**config.mk**
```make
export PLATFORM = sky130hd
export DESIGN_NAME = rtos_task_scheduler
export DESIGN_NICKNAME = d
export VERILOG_FILES = /design/src/hdl/rts_pkg.sv /design/src/hdl/rts_datapath.sv /design/src/hdl/rts_ctrl.sv /design/src/hdl/rtos_task_scheduler.sv
export SDC_FILE = /design/constraint.sdc
export NUM_CORES = 1
export LEC_CHECK = 0
export ABC_AREA = 1
export BUFFER_PORTS_ARGS = -buffer_cell sky130_fd_sc_hd__buf_2
export CELL_PAD_IN_SITES_DETAIL_PLACEMENT = 1
export CELL_PAD_IN_SITES_GLOBAL_PLACEMENT = 2
export CORE_MARGIN = 5
export CORE_UTILIZATION = 40
export CTS_BUF_LIST = sky130_fd_sc_hd__clkbuf_8
export DETAILED_ROUTE_END_ITERATION = 6
export GPL_TIMING_DRIVEN = 0
export PLACE_DENSITY_LB_ADDON = 0.15
export SETUP_SLACK_MARGIN = 0.05
export SLEW_MARGIN = 25
export SYNTH_ARGS = -nofsm -noshare
export SYNTH_HDL_FRONTEND = slang
export SYNTH_HIERARCHICAL = 1
export SYNTH_SLANG_ARGS = --single-unit
```
**constraint.sdc**
```tcl
create_clock -name clk -period 5.7 [get_ports clk]
set_input_delay 1.14 -clock clk [delete_from_list [all_inputs] [get_ports clk]]
set_output_delay 1.14 -clock clk [all_outputs]
set_load 0.01 [all_outputs]
```
**src/hdl/rts_pkg.sv**
```systemverilog
// Package with shared types and constants of the task scheduler.
package rts_pkg;

  localparam logic [3:0] ACT_TICK      = 4'd0;
  localparam logic [3:0] ACT_CREATE    = 4'd1;
  localparam logic [3:0] ACT_SET_ALARM = 4'd2;
  localparam logic [3:0] ACT_WAIT_ALRM = 4'd3;
  localparam logic [3:0] ACT_SET_EVENT = 4'd4;
  localparam logic [3:0] ACT_WAIT_EVT  = 4'd5;
  localparam logic [3:0] ACT_MTX_GET   = 4'd6;
  localparam logic [3:0] ACT_MTX_REL   = 4'd7;
  localparam logic [3:0] ACT_YIELD     = 4'd8;

  localparam logic [1:0] ST_DONE    = 2'd0;
  localparam logic [1:0] ST_BLOCKED = 2'd1;
  localparam logic [1:0] ST_REFUSED = 2'd2;

  localparam logic [3:0] NONE_ID = 4'd15;

  typedef struct packed {
    logic [3:0]  action;
    logic [2:0]  target_task;
    logic [15:0] tick_count_req;
    logic [7:0]  event_bits;
    logic [1:0]  mutex_id;
  } in_item_t;

  typedef struct packed {
    logic [3:0]  run_task;
    logic [1:0]  status;
    logic [7:0]  events;
    logic [31:0] tick_total;
  } out_item_t;

  typedef struct packed {
    logic load;
    logic exec;
    logic tick_step;
    logic sched;
  } dp_cmd_t;

  typedef struct packed {
    logic is_tick;
    logic need_sched;
  } dp_stat_t;

endpackage

```
**src/hdl/rts_datapath.sv**
```systemverilog
// Datapath holding the scheduler state, the command logic and the alarm walk.
module rts_datapath #(
  parameter int TASKS   = 8,
  parameter int MUTEXES = 4
) (
  input  logic                clk,
  input  logic                rst_n,
  input  rts_pkg::dp_cmd_t    cmd,
  input  logic [2:0]          walk_idx,
  input  rts_pkg::in_item_t   in_data,
  output rts_pkg::dp_stat_t   stat,
  output rts_pkg::out_item_t  result
);

  localparam logic [3:0] IDLE_ID = 4'(TASKS);

  rts_pkg::in_item_t cmd_r;
  logic [TASKS-1:0]  ready_r;
  logic [15:0]       alarm_r [TASKS];
  logic [7:0]        pend_r [TASKS];
  logic [7:0]        wait_r [TASKS];
  logic [3:0]        owner_r [MUTEXES];
  logic [3:0]        mwait_r [TASKS+1];
  logic [3:0]        cur_r;
  logic [31:0]       ticks_r;
  logic [1:0]        status_r;
  logic [7:0]        events_r;
  logic              sched_r;

  logic [3:0] pick;
  logic [3:0] m;
  logic [3:0] own;
  logic       cur_ok;
  logic       tgt_ok;
  logic       mid_ok;
  logic [2:0] cur3;
  logic [7:0] evw;

  assign cur_ok = cur_r < IDLE_ID;
  assign cur3   = cur_r[2:0];
  assign tgt_ok = 32'(cmd_r.target_task) < TASKS;
  assign mid_ok = 32'(cmd_r.mutex_id) < MUTEXES;
  assign evw    = (pend_r[cmd_r.target_task] | cmd_r.event_bits) & wait_r[cmd_r.target_task];

  always_comb begin
    pick = IDLE_ID;
    for (int t = TASKS - 1; t >= 0; t--) begin
      if (ready_r[t]) pick = 4'(t);
    end
    m   = mwait_r[pick];
    own = IDLE_ID;
    if (32'(m) < MUTEXES) own = owner_r[m[1:0]];
    if (32'(m) < MUTEXES && own != rts_pkg::NONE_ID) begin
      if (own < IDLE_ID && ready_r[own[2:0]]) pick = own;
      else pick = IDLE_ID;
    end
  end

  assign stat.is_tick    = cmd_r.action == rts_pkg::ACT_TICK;
  assign stat.need_sched = sched_r;
  assign result = '{run_task: cur_r, status: status_r, events: events_r,
                    tick_total: ticks_r};

  always_ff @(posedge clk) begin
    if (!rst_n) begin
      ready_r <= '0;
      cur_r   <= IDLE_ID;
      ticks_r <= '0;
      sched_r <= 1'b0;
      for (int i = 0; i < TASKS; i++) begin
        alarm_r[i] <= '0;
        pend_r[i]  <= '0;
        wait_r[i]  <= '0;
      end
      for (int i = 0; i < MUTEXES; i++) owner_r[i] <= rts_pkg::NONE_ID;
      for (int i = 0; i <= TASKS; i++) mwait_r[i] <= rts_pkg::NONE_ID;
    end else begin
      if (cmd.load) begin
        cmd_r    <= in_data;
        status_r <= rts_pkg::ST_DONE;
        events_r <= '0;
        sched_r  <= 1'b0;
      end
      if (cmd.exec) begin
        case (cmd_r.action)
          rts_pkg::ACT_TICK: begin
            ticks_r <= ticks_r + 32'd1;
            sched_r <= 1'b1;
          end
          rts_pkg::ACT_CREATE: if (tgt_ok) ready_r[cmd_r.target_task] <= 1'b1;
          rts_pkg::ACT_SET_ALARM:
            if (tgt_ok) alarm_r[cmd_r.target_task] <= cmd_r.tick_count_req;
          rts_pkg::ACT_WAIT_ALRM: begin
            if (!cur_ok) status_r <= rts_pkg::ST_REFUSED;
            else if (alarm_r[cur3] != '0) begin
              ready_r[cur3] <= 1'b0;
              sched_r <= 1'b1;
              status_r <= rts_pkg::ST_BLOCKED;
            end
          end
          rts_pkg::ACT_SET_EVENT: begin
            if (tgt_ok) begin
              if ((cmd_r.event_bits & wait_r[cmd_r.target_task]) != '0) begin
                events_r <= evw;
                pend_r[cmd_r.target_task] <=
                  (pend_r[cmd_r.target_task] | cmd_r.event_bits) & ~evw;
                wait_r[cmd_r.target_task] <= '0;
                ready_r[cmd_r.target_task] <= 1'b1;
                sched_r <= 1'b1;
              end else begin
                pend_r[cmd_r.target_task] <=
                  pend_r[cmd_r.target_task] | cmd_r.event_bits;
              end
            end
          end
          rts_pkg::ACT_WAIT_EVT: begin
            if (!cur_ok) status_r <= rts_pkg::ST_REFUSED;
            else if ((cmd_r.event_bits & pend_r[cur3]) != '0) begin
              events_r <= pend_r[cur3] & cmd_r.event_bits;
              pend_r[cur3] <= pend_r[cur3] & ~cmd_r.event_bits;
            end else begin
              wait_r[cur3] <= cmd_r.event_bits;
              ready_r[cur3] <= 1'b0;
              sched_r <= 1'b1;
              status_r <= rts_pkg::ST_BLOCKED;
            end
          end
          rts_pkg::ACT_MTX_GET: begin
            if (mid_ok && cur_r <= IDLE_ID) begin
              if (owner_r[cmd_r.mutex_id] == rts_pkg::NONE_ID) begin
                owner_r[cmd_r.mutex_id] <= cur_r;
                mwait_r[cur_r] <= rts_pkg::NONE_ID;
              end else begin
                mwait_r[cur_r] <= 4'(cmd_r.mutex_id);
                sched_r <= 1'b1;
                status_r <= rts_pkg::ST_BLOCKED;
              end
            end
          end
          rts_pkg::ACT_MTX_REL: begin
            if (mid_ok) begin
              owner_r[cmd_r.mutex_id] <= rts_pkg::NONE_ID;
              sched_r <= 1'b1;
            end
          end
          rts_pkg::ACT_YIELD: sched_r <= 1'b1;
          default: ;
        endcase
      end
      if (cmd.tick_step && alarm_r[walk_idx] != '0) begin
        alarm_r[walk_idx] <= alarm_r[walk_idx] - 16'd1;
        if (alarm_r[walk_idx] == 16'd1) ready_r[walk_idx] <= 1'b1;
      end
      if (cmd.sched) cur_r <= pick;
    end
  end

endmodule

```
**src/hdl/rts_ctrl.sv**
```systemverilog
// Controller sequencing command load, execution, alarm walk and scheduling.
module rts_ctrl #(
  parameter int TASKS = 8
) (
  input  logic              clk,
  input  logic              rst_n,
  input  logic              in_fire,
  input  logic              out_fire,
  input  rts_pkg::dp_stat_t stat,
  output rts_pkg::dp_cmd_t  cmd,
  output logic [2:0]        walk_idx,
  output logic              busy,
  output logic              out_valid
);

  typedef enum logic [2:0] {S_IDLE, S_EXEC, S_WALK, S_SCHED, S_OUT} state_t;

  state_t     state_r;
  logic [2:0] idx_r;

  assign busy      = state_r != S_IDLE;
  assign out_valid = state_r == S_OUT;
  assign walk_idx  = idx_r;

  always_comb begin
    cmd = '0;
    cmd.load      = in_fire;
    cmd.exec      = state_r == S_EXEC;
    cmd.tick_step = state_r == S_WALK;
    cmd.sched     = state_r == S_SCHED && stat.need_sched;
  end

  always_ff @(posedge clk) begin
    if (!rst_n) begin
      state_r <= S_IDLE;
      idx_r   <= '0;
    end else begin
      unique case (state_r)
        S_IDLE: if (in_fire) state_r <= S_EXEC;
        S_EXEC: begin
          idx_r <= '0;
          if (stat.is_tick) state_r <= S_WALK;
          else state_r <= S_SCHED;
        end
        S_WALK: begin
          idx_r <= idx_r + 3'd1;
          if (32'(idx_r) == TASKS - 1) state_r <= S_SCHED;
        end
        S_SCHED: state_r <= S_OUT;
        S_OUT: if (out_fire) state_r <= S_IDLE;
        default: state_r <= S_IDLE;
      endcase
    end
  end

endmodule

```
**src/hdl/rtos_task_scheduler.sv**
```systemverilog
// Top level of the fixed-priority task scheduler.
//  Channel | Direction | Content
//  in_     | input     | one kernel command per transfer
//  out_    | output    | one result per command
// A tick walks the alarm counters, one per cycle, before scheduling; other
// commands go from execution straight to scheduling and the result.
// Reset is synchronous; all state but the command, status and events registers is cleared.
// The result holds in the output register while out_ready is low, and no
// new command is taken until it is transferred.
module rtos_task_scheduler #(
  parameter int TASKS   = 8,
  parameter int MUTEXES = 4
) (
  input  logic               clk,
  input  logic               rst_n,
  input  logic               in_valid,
  output logic               in_ready,
  input  rts_pkg::in_item_t  in_data,
  output logic               out_valid,
  input  logic               out_ready,
  output rts_pkg::out_item_t out_data
);

  rts_pkg::dp_cmd_t  cmd;
  rts_pkg::dp_stat_t stat;
  logic [2:0]        walk_idx;
  logic              busy;

  assign in_ready = !busy;

  rts_ctrl #(.TASKS(TASKS)) u_ctrl (
    .clk, .rst_n,
    .in_fire  (in_valid && in_ready),
    .out_fire (out_valid && out_ready),
    .stat, .cmd, .walk_idx, .busy, .out_valid
  );

  rts_datapath #(.TASKS(TASKS), .MUTEXES(MUTEXES)) u_dp (
    .clk, .rst_n, .cmd, .walk_idx, .in_data, .stat, .result(out_data)
  );

endmodule

```
==> results by group, run 1 <==
STA
  • Clock Skews: 50.8 ps
  • Final count of hold timing violations: 0
  • Fin crit period: 4700 ps
  • Hold WS: 492 ps
  • Worst-margin pin slew: 989 ps
  • Max Fclk: 213 MHz
  • Unrepaired setup endpoints after global routing: false
  • Relative slew slack: 0.339
  • Fin Setup TNS: 0 ps
  • Setup violators final: 0
  • Ratio of final minimum period to clock period: 0.824
  • Final worst slack: 1000 ps
  • Fin. max-slew vios: 0

Placement
  • Hpwl dp: 58700 um
  • # port buffers: 84
  • Gp weighted congestion: 0.940
  • Pre-CTS setup slack: 915 ps

Clocking
  • CTS Buf Count: 77
  • TritonCTS clock tree: built
  • TritonCTS Sinks: 410
  • Clock edge transition at the registers on the reported setup and hold paths: 60 ps
  • Clk root buf: clkbuf_8
  • Clock latency on the worst-skew pair: 690 ps
  • CTS resizes: 0
  • Cts hold-fix bufs: 0
  • Post-CTS Setup Inserts: 0
  • CTS H-tree depth: 3
  • Bufs on Longest Clock Path: 3

Die
  • Core Box Area: 54100 um2
  • Row Count: 85
  • Initial Utilization: 0.405
  • Die width: 244 um
  • Die height: 244 um
  • DIE AREA: 59700 um2
  • Boundary Pins: 85

Logic synthesis
  • Post-Synthesis Cell Area: 21900 um2
  • Post-synth EDFFs: 351
  • Cells after synthesis: 2441
  • Synth Area per Inst: 8.99 um2
  • Sequential area share after synthesis: 0.534
  • Top cells by area, synth: edfxtp_1, nand3_1, o21ai_0
  • Synth unique cells: 68
  • Leading area contributor after synthesis: edfxtp_1
  • Yosys reg bits: 410
  • Top-area cell type share of the netlist area: 0.480
  • Top_reg_cell synth: edfxtp_1
  • Synth warn: 6
  • Most common cell in the netlist: edfxtp_1
  • Synth async-reset ratio: 0
  • Post-synth top cells: edfxtp_1, nand2_1, nor2_1

Route
  • WL/cell: 23.4 um
  • Drc violations: 0
  • Routed vias: 19.4k
  • Iteration-0 DRC Markers: 1550
  • Vias per cell: 5.76
  • Routed Antenna Nets: 0
  • DR pass1 iterations: 5
  • Wirelength, routed: 78700 um

Final layout
  • Area delta synth->final: 12.5%
  • Fill cells: 6379
  • Reg area: 11700 um2
  • Multi-input gate area: 8650 um2
  • Share of layout cells above drive strength 1: 0.129
  • NumNets Final: 2655
  • Final core utilization: 0.456

Run status
  • Status: finished clean

Critical path
  • Crit-path cells: inv_2 > nor3_2 > buf_6 > inv_1 > o21ai_0 > inv_1 > nand4_2 > inv_1 > ha_1 > nand3_2 > nand2_2 > nor2_4 > buf_12 > nand2_8 > buf_4 > nand2_1
  • Crit end category: flip-flop
  • Worst Path Arrival: 4960 ps
  • Most Frequent Cell on Critical Path: inv_1
  • CP delay by family, top: simple AND/OR/NAND/NOR gates
  • CP Launch Type: flip-flop
  • Cell with the largest stage delay on the worst path: nor3_2
  • FF-to-FF path depth: 16
  • Crit path buf inv count: 7
  • Worst path depth: 16
  • Worst Path Required: 5970 ps
  • CP Class: reg -> reg
  • Worst path max stage delay: 760 ps
  • CP Max Fanout: 16

GRT
  • GRT Residual Overflow: 0
  • Met2 global-route usage: 0.437
  • Vias in the first global route: 19.8k
  • Largest net degree at the start of global routing: 43
  • Global-route wire length before repair: 119000 um
  • GRT busiest layer: met2
  • Antenna violations before repair: 2
  • Global routing usage on met1: 0.342
  • Met3 Track Usage GR: 0.0401
  • GRT Util Overall: 0.256

Worst hold path
  • WHS Path Cells: 2
  • Min-delay worst type: reg -> reg

Power
  • Total Power: 7990 uW
  • Peak supply drop: 0.000152 V
  • Pwr per Cell Area: 323 nW/um2
  • Leak: 0.00898 uW

Run
  • Max-cap viol count: 0
final timing paths:
kind                              startpoint                            end  slack [ps]
max          u_ctrl/walk_idx[2]$_SDFFE_PN0P_   u_dp/alarm_r[0][3]$_DFFE_PP_        1000
min            u_dp/ticks_r[20]$_SDFFE_PN0P_  u_dp/ticks_r[20]$_SDFFE_PN0P_         490
max reg2reg  u_ctrl/walk_idx[2]$_SDFFE_PN0P_   u_dp/alarm_r[0][3]$_DFFE_PP_        1000
min reg2reg    u_dp/ticks_r[20]$_SDFFE_PN0P_  u_dp/ticks_r[20]$_SDFFE_PN0P_         490
metrics by stage:
stage,cells,instance area [um2]
final,3363,24700
after global placement,3229,23300
after detailed placement,3229,23300
after CTS,3362,24700
after floorplan,2449,22000
after global routing,3363,24700
worst min-delay path, stage by stage, from the launching register on:
cell and delay (ps):
dfxtp_1 320, inv_1 50, a221oi_1 60
logic make-up (layout without fill, tap and decap cells):
logic type,count (synthesis),in the layout,share of synthesized area
AND/OR/NAND/NOR,1098,1098,0.235
AO/OA/AOI/OAI,546,546,0.144
flip-flops,410,410,0.534
buffers and inverters,355,572,0.0731
XOR/XNOR,22,22,0.00912
adder cells (fa/ha/maj),6,6,0.00342
multiplexers,3,3,0.00137
other,1,10,0.000171
cell usage in the layout (no fill, tap or decap), drive strengths merged, types with 3 or more instances in the layout:
cell type | Yosys | layout
inv | 226 | 248
o211ai | 12 | 12
a221oi | 16 | 16
clkinv | 2 | 30
o2bb2ai | 9 | 9
mux2i | 3 | 3
clkbuf | 47 | 127
a32o | 4 | 4
dfxtp | 59 | 59
xor2 | 12 | 12
nor4 | 17 | 17
a21oi | 84 | 84
edfxtp | 351 | 351
o22ai | 15 | 15
a31oi | 16 | 16
buf | 80 | 164
and3 | 3 | 3
nor2 | 325 | 325
o21ai | 331 | 331
o21a | 11 | 11
nand3 | 291 | 291
nand2 | 361 | 361
ha | 6 | 6
a22oi | 19 | 19
xnor2 | 10 | 10
nand4 | 41 | 41
a22o | 11 | 11
o2111ai | 7 | 7
nor3 | 53 | 53
conb | 1 | 9
or4 | 4 | 4
state kept, by name (all words and copies together) (netlist names), named ones only:
register	count
u_dp/owner_r	16
u_dp/cmd_r	33
u_dp/mwait_r	36
u_dp/sched_r	1
u_dp/alarm_r	128
u_ctrl/walk_idx	3
u_dp/status_r	2
u_dp/ready_r	8
u_dp/wait_r	64
u_dp/pend_r	64
u_dp/ticks_r	32
u_dp/events_r	8
u_dp/cur_r	4
u_ctrl/state_r	3
report_power, final:
part	internal, uW	leakage, uW	total, uW	switching (uW)
Clock	1410	0.000805	2730	1330
Sequential	3420	0.00388	3530	113
Combinational	424	0.00430	1720	1300
layout make-up:
class | count | share of cell area
inverter | 228 | 0.0350
clock buffer | 80 | 0.0446
tap | 696 | 0.0353
timing repair buffer | 84 | 0.0170
sequential | 410 | 0.475
buffer | 127 | 0.0301
multi-input combinational | 1684 | 0.350
clock inverter | 53 | 0.0132
antenna | 1 | 0.000101
routing by layer:
| metal | vias up | share of wire |
|---|---|---|
| met3 | 135 | 0.051 |
| met1 | 9664 | 0.44 |
| met4 | 0 | 0.026 |
| met2 | 642 | 0.48 |
| li1 | 8935 | - |
| met5 | - | 0 |
Power figures use the tool's default switching activity.
==> run 2: changes to the inputs <==
- CORE_UTILIZATION: 40 -> 37
- clock period: 5.7 -> 4 ns (I/O delays scaled with it)
==> results by group, run 2 (same netlist as run 1, synthesis figures left out) <==
Run status
  • Status: finished clean

Route
  • DR pass1 iterations: 5
  • Wirelength, routed: 79100 um
  • WL/cell: 22.9 um
  • Iteration-0 DRC Markers: 1366
  • Drc violations: 0
  • Routed vias: 19.3k
  • Vias per cell: 5.60
  • Routed Antenna Nets: 0

Placement
  • Pre-CTS setup slack: -730 ps
  • Gp weighted congestion: 0.920
  • Hpwl dp: 59400 um
  • # port buffers: 84

Final layout
  • Area delta synth->final: 14.6%
  • Share of layout cells above drive strength 1: 0.146
  • Max reg flops: 128
  • Biggest registers after layout: u_dp/alarm_r: 128 flops, u_dp/pend_r: 64 flops, u_dp/wait_r: 64 flops
  • Commonest non-fill, non-tap cell in the layout: edfxtp_1
  • Most frequent cells in the layout: edfxtp_1, nand2_1, nor2_1
  • Most flop-heavy register: u_dp/alarm_r
  • NumNets Final: 2662

Die
  • Die height: 254 um
  • DIE AREA: 64300 um2
  • Die width: 254 um
  • Initial Utilization: 0.373
  • Boundary Pins: 85
  • Row Count: 89
  • Core Box Area: 58900 um2

Clocking
  • CTS H-tree depth: 3
  • TritonCTS clock tree: built
  • Cts hold-fix bufs: 0
  • CTS Buf Count: 77
  • Clk root buf: clkbuf_8
  • Clock latency on the worst-skew pair: 680 ps
  • Bufs on Longest Clock Path: 3
  • TritonCTS Sinks: 410
  • Clock edge transition at the registers on the reported setup and hold paths: 60 ps

GRT
  • GRT busiest layer: met2
  • Met3 Track Usage GR: 0.0352
  • Global-route wire length before repair: 119000 um
  • Met2 global-route usage: 0.400
  • Global routing usage on met1: 0.328
  • Antenna violations before repair: 1
  • Vias in the first global route: 19.9k
  • GRT Util Overall: 0.241
  • GRT Residual Overflow: 0
  • Largest net degree at the start of global routing: 43

Run
  • Max-cap viol count: 0

Critical path
  • CP Class: reg -> reg
  • Worst Path Required: 4320 ps
  • Crit end category: flip-flop
  • CP Max Fanout: 10
  • FF-to-FF path depth: 18
  • CP Launch Type: flip-flop
  • Reg-to-Reg End: u_dp/pend_r[5][6]$_SDFFCE_PN0P_
  • Cell with the largest stage delay on the worst path: dfxtp_1
  • Worst path max stage delay: 350 ps
  • Crit path buf inv count: 6
  • CP delay by family, top: simple AND/OR/NAND/NOR gates
  • Worst Path Arrival: 4150 ps
  • Most Frequent Cell on Critical Path: nand2_1
  • Slack of the worst reg-to-reg path: 170 ps
  • Crit-path cells: buf_4 > inv_2 > buf_6 > buf_4 > o21ai_1 > o211ai_1 > o21ai_1 > nor2_1 > nor4_1 > nand2_1 > nand2_1 > clkbuf_4 > nand2_1 > o21ai_2 > inv_1 > nor2_2 > nand2_2 > nand2_8

STA
  • Setup violators final: 0
  • Worst-margin pin slew: 1370 ps
  • Ratio of final minimum period to clock period: 0.957
  • Relative slew slack: 0.0872
  • Max Fclk: 261 MHz
  • Final worst slack: 171 ps
  • Unrepaired setup endpoints after global routing: true
  • Final count of hold timing violations: 0
  • Fin crit period: 3830 ps
  • Fin. max-slew vios: 0
  • Clock Skews: 51.3 ps
  • Fin Setup TNS: 0 ps

Power
  • Peak supply drop: 0.000308 V
  • Total Power: 11400 uW
  • Leak: 0.00914 uW
  • Pwr per Cell Area: 453 nW/um2

Worst hold path
  • Hold_sp: in_data[18]
  • Hold endpoint: u_dp/cmd_r[18]$_DFFE_PP_
  • WHS Path Cells: 1
  • Min-delay worst type: in -> reg
-- run 2: changes by cell type in the layout (fill, tap and decap cells not counted), sizes merged --
cell,previous run,this run
buf,164,169
bufinv,2,1
clkbuf,127,133
clkinv,30,23
clkinvlp,1,4
inv,248,258
-- run 2: timing repair --
action                     CTS  global route
gates resized for setup     48            33
pin swaps                    3             3
setup buffers                4             3
setup endpoints to repair  378           362
-- run 2: how the worst max path moves through the flow --
stage	to	startpoint	cells past startpoint	slack, ps
after floorplan	u_dp/alarm_r[7][0]$_DFFE_PP_	u_ctrl/walk_idx[2]$_SDFFE_PN0P_	16	760
after global placement	u_dp/alarm_r[2][1]$_DFFE_PP_	u_ctrl/walk_idx[2]$_SDFFE_PN0P_	16	-610
after detailed placement	u_dp/alarm_r[2][0]$_DFFE_PP_	u_ctrl/walk_idx[2]$_SDFFE_PN0P_	16	-730
after CTS	u_dp/wait_r[5][4]$_SDFFCE_PN0P_	flip-flop	16	30
after global routing	u_dp/pend_r[5][6]$_SDFFCE_PN0P_	flip-flop	18	10
final	u_dp/pend_r[5][6]$_SDFFCE_PN0P_	flip-flop	18	170
-- run 2: per-layer routing --
| layer | part of all wire | wire length [um] | vias to the layer above |
|---|---|---|---|
| met5 | 0 | 0 | - |
| met4 | 0.028 | 2190 | 0 |
| met3 | 0.054 | 4260 | 136 |
| met2 | 0.47 | 37500 | 591 |
| met1 | 0.44 | 35200 | 9657 |
| li1 | - | - | 8965 |
-- run 2: layout make-up --
| cell class | count | area [um2] |
|---|---|---|
| multi-input cells | 1684 | 8930 |
| repair buffers | 91 | 473 |
| flip-flops and latches | 410 | 11700 |
| diodes | 1 | 2.50 |
| clock buffers | 84 | 1160 |
| fillers | 6927 | 33800 |
| clock inverters | 58 | 270 |
| well taps | 773 | 967 |
| inverters | 228 | 868 |
| plain buffers | 127 | 762 |
-- run 2: stage by stage --
step | instance area (um2) | utilization | hold slack, ps | instances
floorplan | 22000 | - | 461 | 2449
global placement | 23400 | 0.397 | 463 | 3306
detailed placement | 23400 | 0.397 | 473 | 3306
CTS | 25000 | 0.424 | 242 | 3452
global route | 25100 | 0.427 | 268 | 3456
finish | 25100 | 0.427 | 308 | 3456
-- run 2: worst reg2reg max path, stage by stage (launching register included) --
cell	delay [ps]
dfxtp_1	350
buf_4	220
inv_2	60
buf_6	140
buf_4	190
o21ai_1	160
o211ai_1	160
o21ai_1	190
nor2_1	120
nor4_1	320
nand2_1	160
nand2_1	170
clkbuf_4	270
nand2_1	100
o21ai_2	140
inv_1	150
nor2_2	170
nand2_2	250
nand2_8	210
-- run 2: report_power, final --
part | leakage, uW | switching (uW) | internal [uW]
Sequential | 0.00388 | 165 | 4870
Clock | 0.000845 | 1850 | 2000
Combinational | 0.00441 | 1870 | 638
==> run 3: changes to the inputs <==
- CELL_PAD_IN_SITES_DETAIL_PLACEMENT: 1 -> not set
- CELL_PAD_IN_SITES_GLOBAL_PLACEMENT: 2 -> not set
- CORE_UTILIZATION: 37 -> 35
==> results by group, run 3 (same netlist as run 1, synthesis figures left out) <==
GRT
  • GRT Util Overall: 0.216
  • Global-route wire length before repair: 112000 um
  • Largest net degree at the start of global routing: 43
  • Vias in the first global route: 18.5k
  • GRT Residual Overflow: 0
  • Antenna violations before repair: 1

Die
  • Die width: 260 um
  • Initial Utilization: 0.354
  • Die height: 260 um
  • Row Count: 91
  • Core Box Area: 61900 um2
  • DIE AREA: 67800 um2
  • Boundary Pins: 85

Worst hold path
  • Min-delay worst type: in -> reg
  • WHS Path Cells: 1

Route
  • Drc violations: 0
  • WL/cell: 21.5 um
  • Iteration-0 DRC Markers: 1849
  • DR pass1 iterations: 6
  • Routed vias: 19.3k
  • Wirelength, routed: 75600 um
  • Routed Antenna Nets: 0
  • Vias per cell: 5.48

Critical path
  • CP Launch Type: flip-flop
  • Crit Reg-Reg Startpoint: u_ctrl/walk_idx[1]$_SDFFE_PN0P_
  • Worst path depth: 16
  • CP Max Fanout: 16
  • Critical Path Source: u_ctrl/walk_idx[1]$_SDFFE_PN0P_
  • Crit path buf inv count: 4
  • CP Class: reg -> reg
  • Worst Path Required: 4330 ps
  • Crit end category: flip-flop
  • Worst path max stage delay: 340 ps
  • Crit-path cells: buf_4 > nand3_1 > inv_2 > a22o_1 > a221oi_1 > nand4_1 > nor2_2 > nand3_1 > nor3_4 > nand3_2 > nand2_2 > nor2_4 > buf_12 > nand2_8 > buf_4 > nand2_2
  • Cell with the largest stage delay on the worst path: dfxtp_1
  • Slack of the worst reg-to-reg path: 220 ps
  • FF-to-FF path depth: 16
  • Reg-to-Reg End: u_dp/alarm_r[4][0]$_DFFE_PP_
  • CP delay by family, top: simple AND/OR/NAND/NOR gates
  • Worst Path Arrival: 4110 ps
  • Setup crit end: u_dp/alarm_r[4][0]$_DFFE_PP_

STA
  • Max Fclk: 264 MHz
  • Final count of hold timing violations: 0
  • Clock Skews: 40.2 ps
  • Unrepaired setup endpoints after global routing: false
  • Worst-margin pin slew: 1180 ps
  • Hold WS: 311 ps
  • Fin. max-slew vios: 0
  • Ratio of final minimum period to clock period: 0.946
  • Fin crit period: 3780 ps
  • Relative slew slack: 0.210
  • Setup violators final: 0
  • Fin Setup TNS: 0 ps

Placement
  • Area after DPL: 23400 um2
  • # port buffers: 84
  • Placed insts: 3370
  • Hpwl dp: 55500 um
  • Gp weighted congestion: 0.958

Clocking
  • CTS H-tree depth: 3
  • Bufs on Longest Clock Path: 3
  • TritonCTS Sinks: 410
  • Clock latency on the worst-skew pair: 670 ps
  • Cts hold-fix bufs: 0
  • Clock edge transition at the registers on the reported setup and hold paths: 60 ps
  • TritonCTS clock tree: built
  • Clk root buf: clkbuf_8
  • CTS Buf Count: 77

Final layout
  • Post-Layout Cell Count: 3513
  • Commonest non-fill, non-tap cell in the layout: edfxtp_1
  • Most flop-heavy register: u_dp/alarm_r
  • Max reg flops: 128
  • Share of layout cells above drive strength 1: 0.146
  • Area delta synth->final: 14.5%
  • Biggest registers after layout: u_dp/alarm_r: 128 flops, u_dp/pend_r: 64 flops, u_dp/wait_r: 64 flops
  • Most frequent cells in the layout: edfxtp_1, nand2_1, nor2_1
  • Design area: 25100 um2
  • NumNets Final: 2660

Power
  • Peak supply drop: 0.000215 V
  • Leak: 0.00907 uW
  • Pwr per Cell Area: 455 nW/um2

Run
  • Max-cap viol count: 0

Run status
  • Status: finished clean
==> run 3: cell types whose count changed in the layout (fill, tap and decap cells not counted), moves of 3 or more <==
cell	before	now
nand2_2	16	23
inv_1	242	231
clkinv_2	9	17
nand2_4	17	12
clkinvlp_4	4	1
buf_4	28	24
nand2_8	9	6
==> run 3: report_power, final <==
part	internal [uW]	switching (uW)	leakage [uW]	total (uW)
Combinational	630	1840	0.00436	2470
Sequential	4870	166	0.00388	5040
Clock	2050	1880	0.000829	3930
==> run 3: layout make-up <==
cell class                 instances  area (um2)
multi-input combinational       1684        8840
antenna                            1        2.50
timing repair buffer              89         470
clock buffer                      83        1140
tap                              837        1050
fill                            6222       36800
inverter                         228         865
clock inverter                    54         292
sequential                       410       11700
buffer                           127         754
==> run 3: stage by stage <==
step	util	power, uW	worst slack, ps
global placement	0.378	7500	-531
finish	0.406	11400	217
global route	0.406	12000	51.8
floorplan	-	6580	764
CTS	0.403	11500	53.1
detailed placement	0.379	7520	-512
==> run 3: per-layer routing <==
metal / global-route usage / share of wire
met1: 0.291 / 0.43
met3: 0.0421 / 0.075
met4: 0.0706 / 0.028
met5: 0 / 0
met2: 0.351 / 0.46
==> run 3: worst min path at each step <==
stage,end,slack (ps),from
after floorplan,u_dp/sched_r$_SDFF_PN0_,460,u_dp/sched_r$_SDFF_PN0_
after global placement,u_dp/ticks_r[24]$_SDFFE_PN0P_,460,u_dp/ticks_r[24]$_SDFFE_PN0P_
after detailed placement,u_dp/ticks_r[24]$_SDFFE_PN0P_,470,u_dp/ticks_r[24]$_SDFFE_PN0P_
after CTS,u_dp/cmd_r[30]$_DFFE_PP_,240,in_data[30]
after global routing,u_dp/cmd_r[4]$_DFFE_PP_,260,in_data[4]
final,u_dp/cmd_r[4]$_DFFE_PP_,310,in_data[4]
==> run 3: repair_timing <==
item                                    CTS  global route
setup buffers                             2             3
pin swaps                                 2             2
endpoints found under the setup margin  275           324
gates resized for setup                  30            28
==> run 3: worst register-to-register path, cell delays in order, from the launching register on <==
cell	delay (ps)
dfxtp_1	340
buf_4	190
nand3_1	260
inv_2	150
a22o_1	230
a221oi_1	330
nand4_1	260
nor2_2	220
nand3_1	200
nor3_4	280
nand3_2	100
nand2_2	100
nor2_4	70
buf_12	190
nand2_8	100
buf_4	180
nand2_2	260
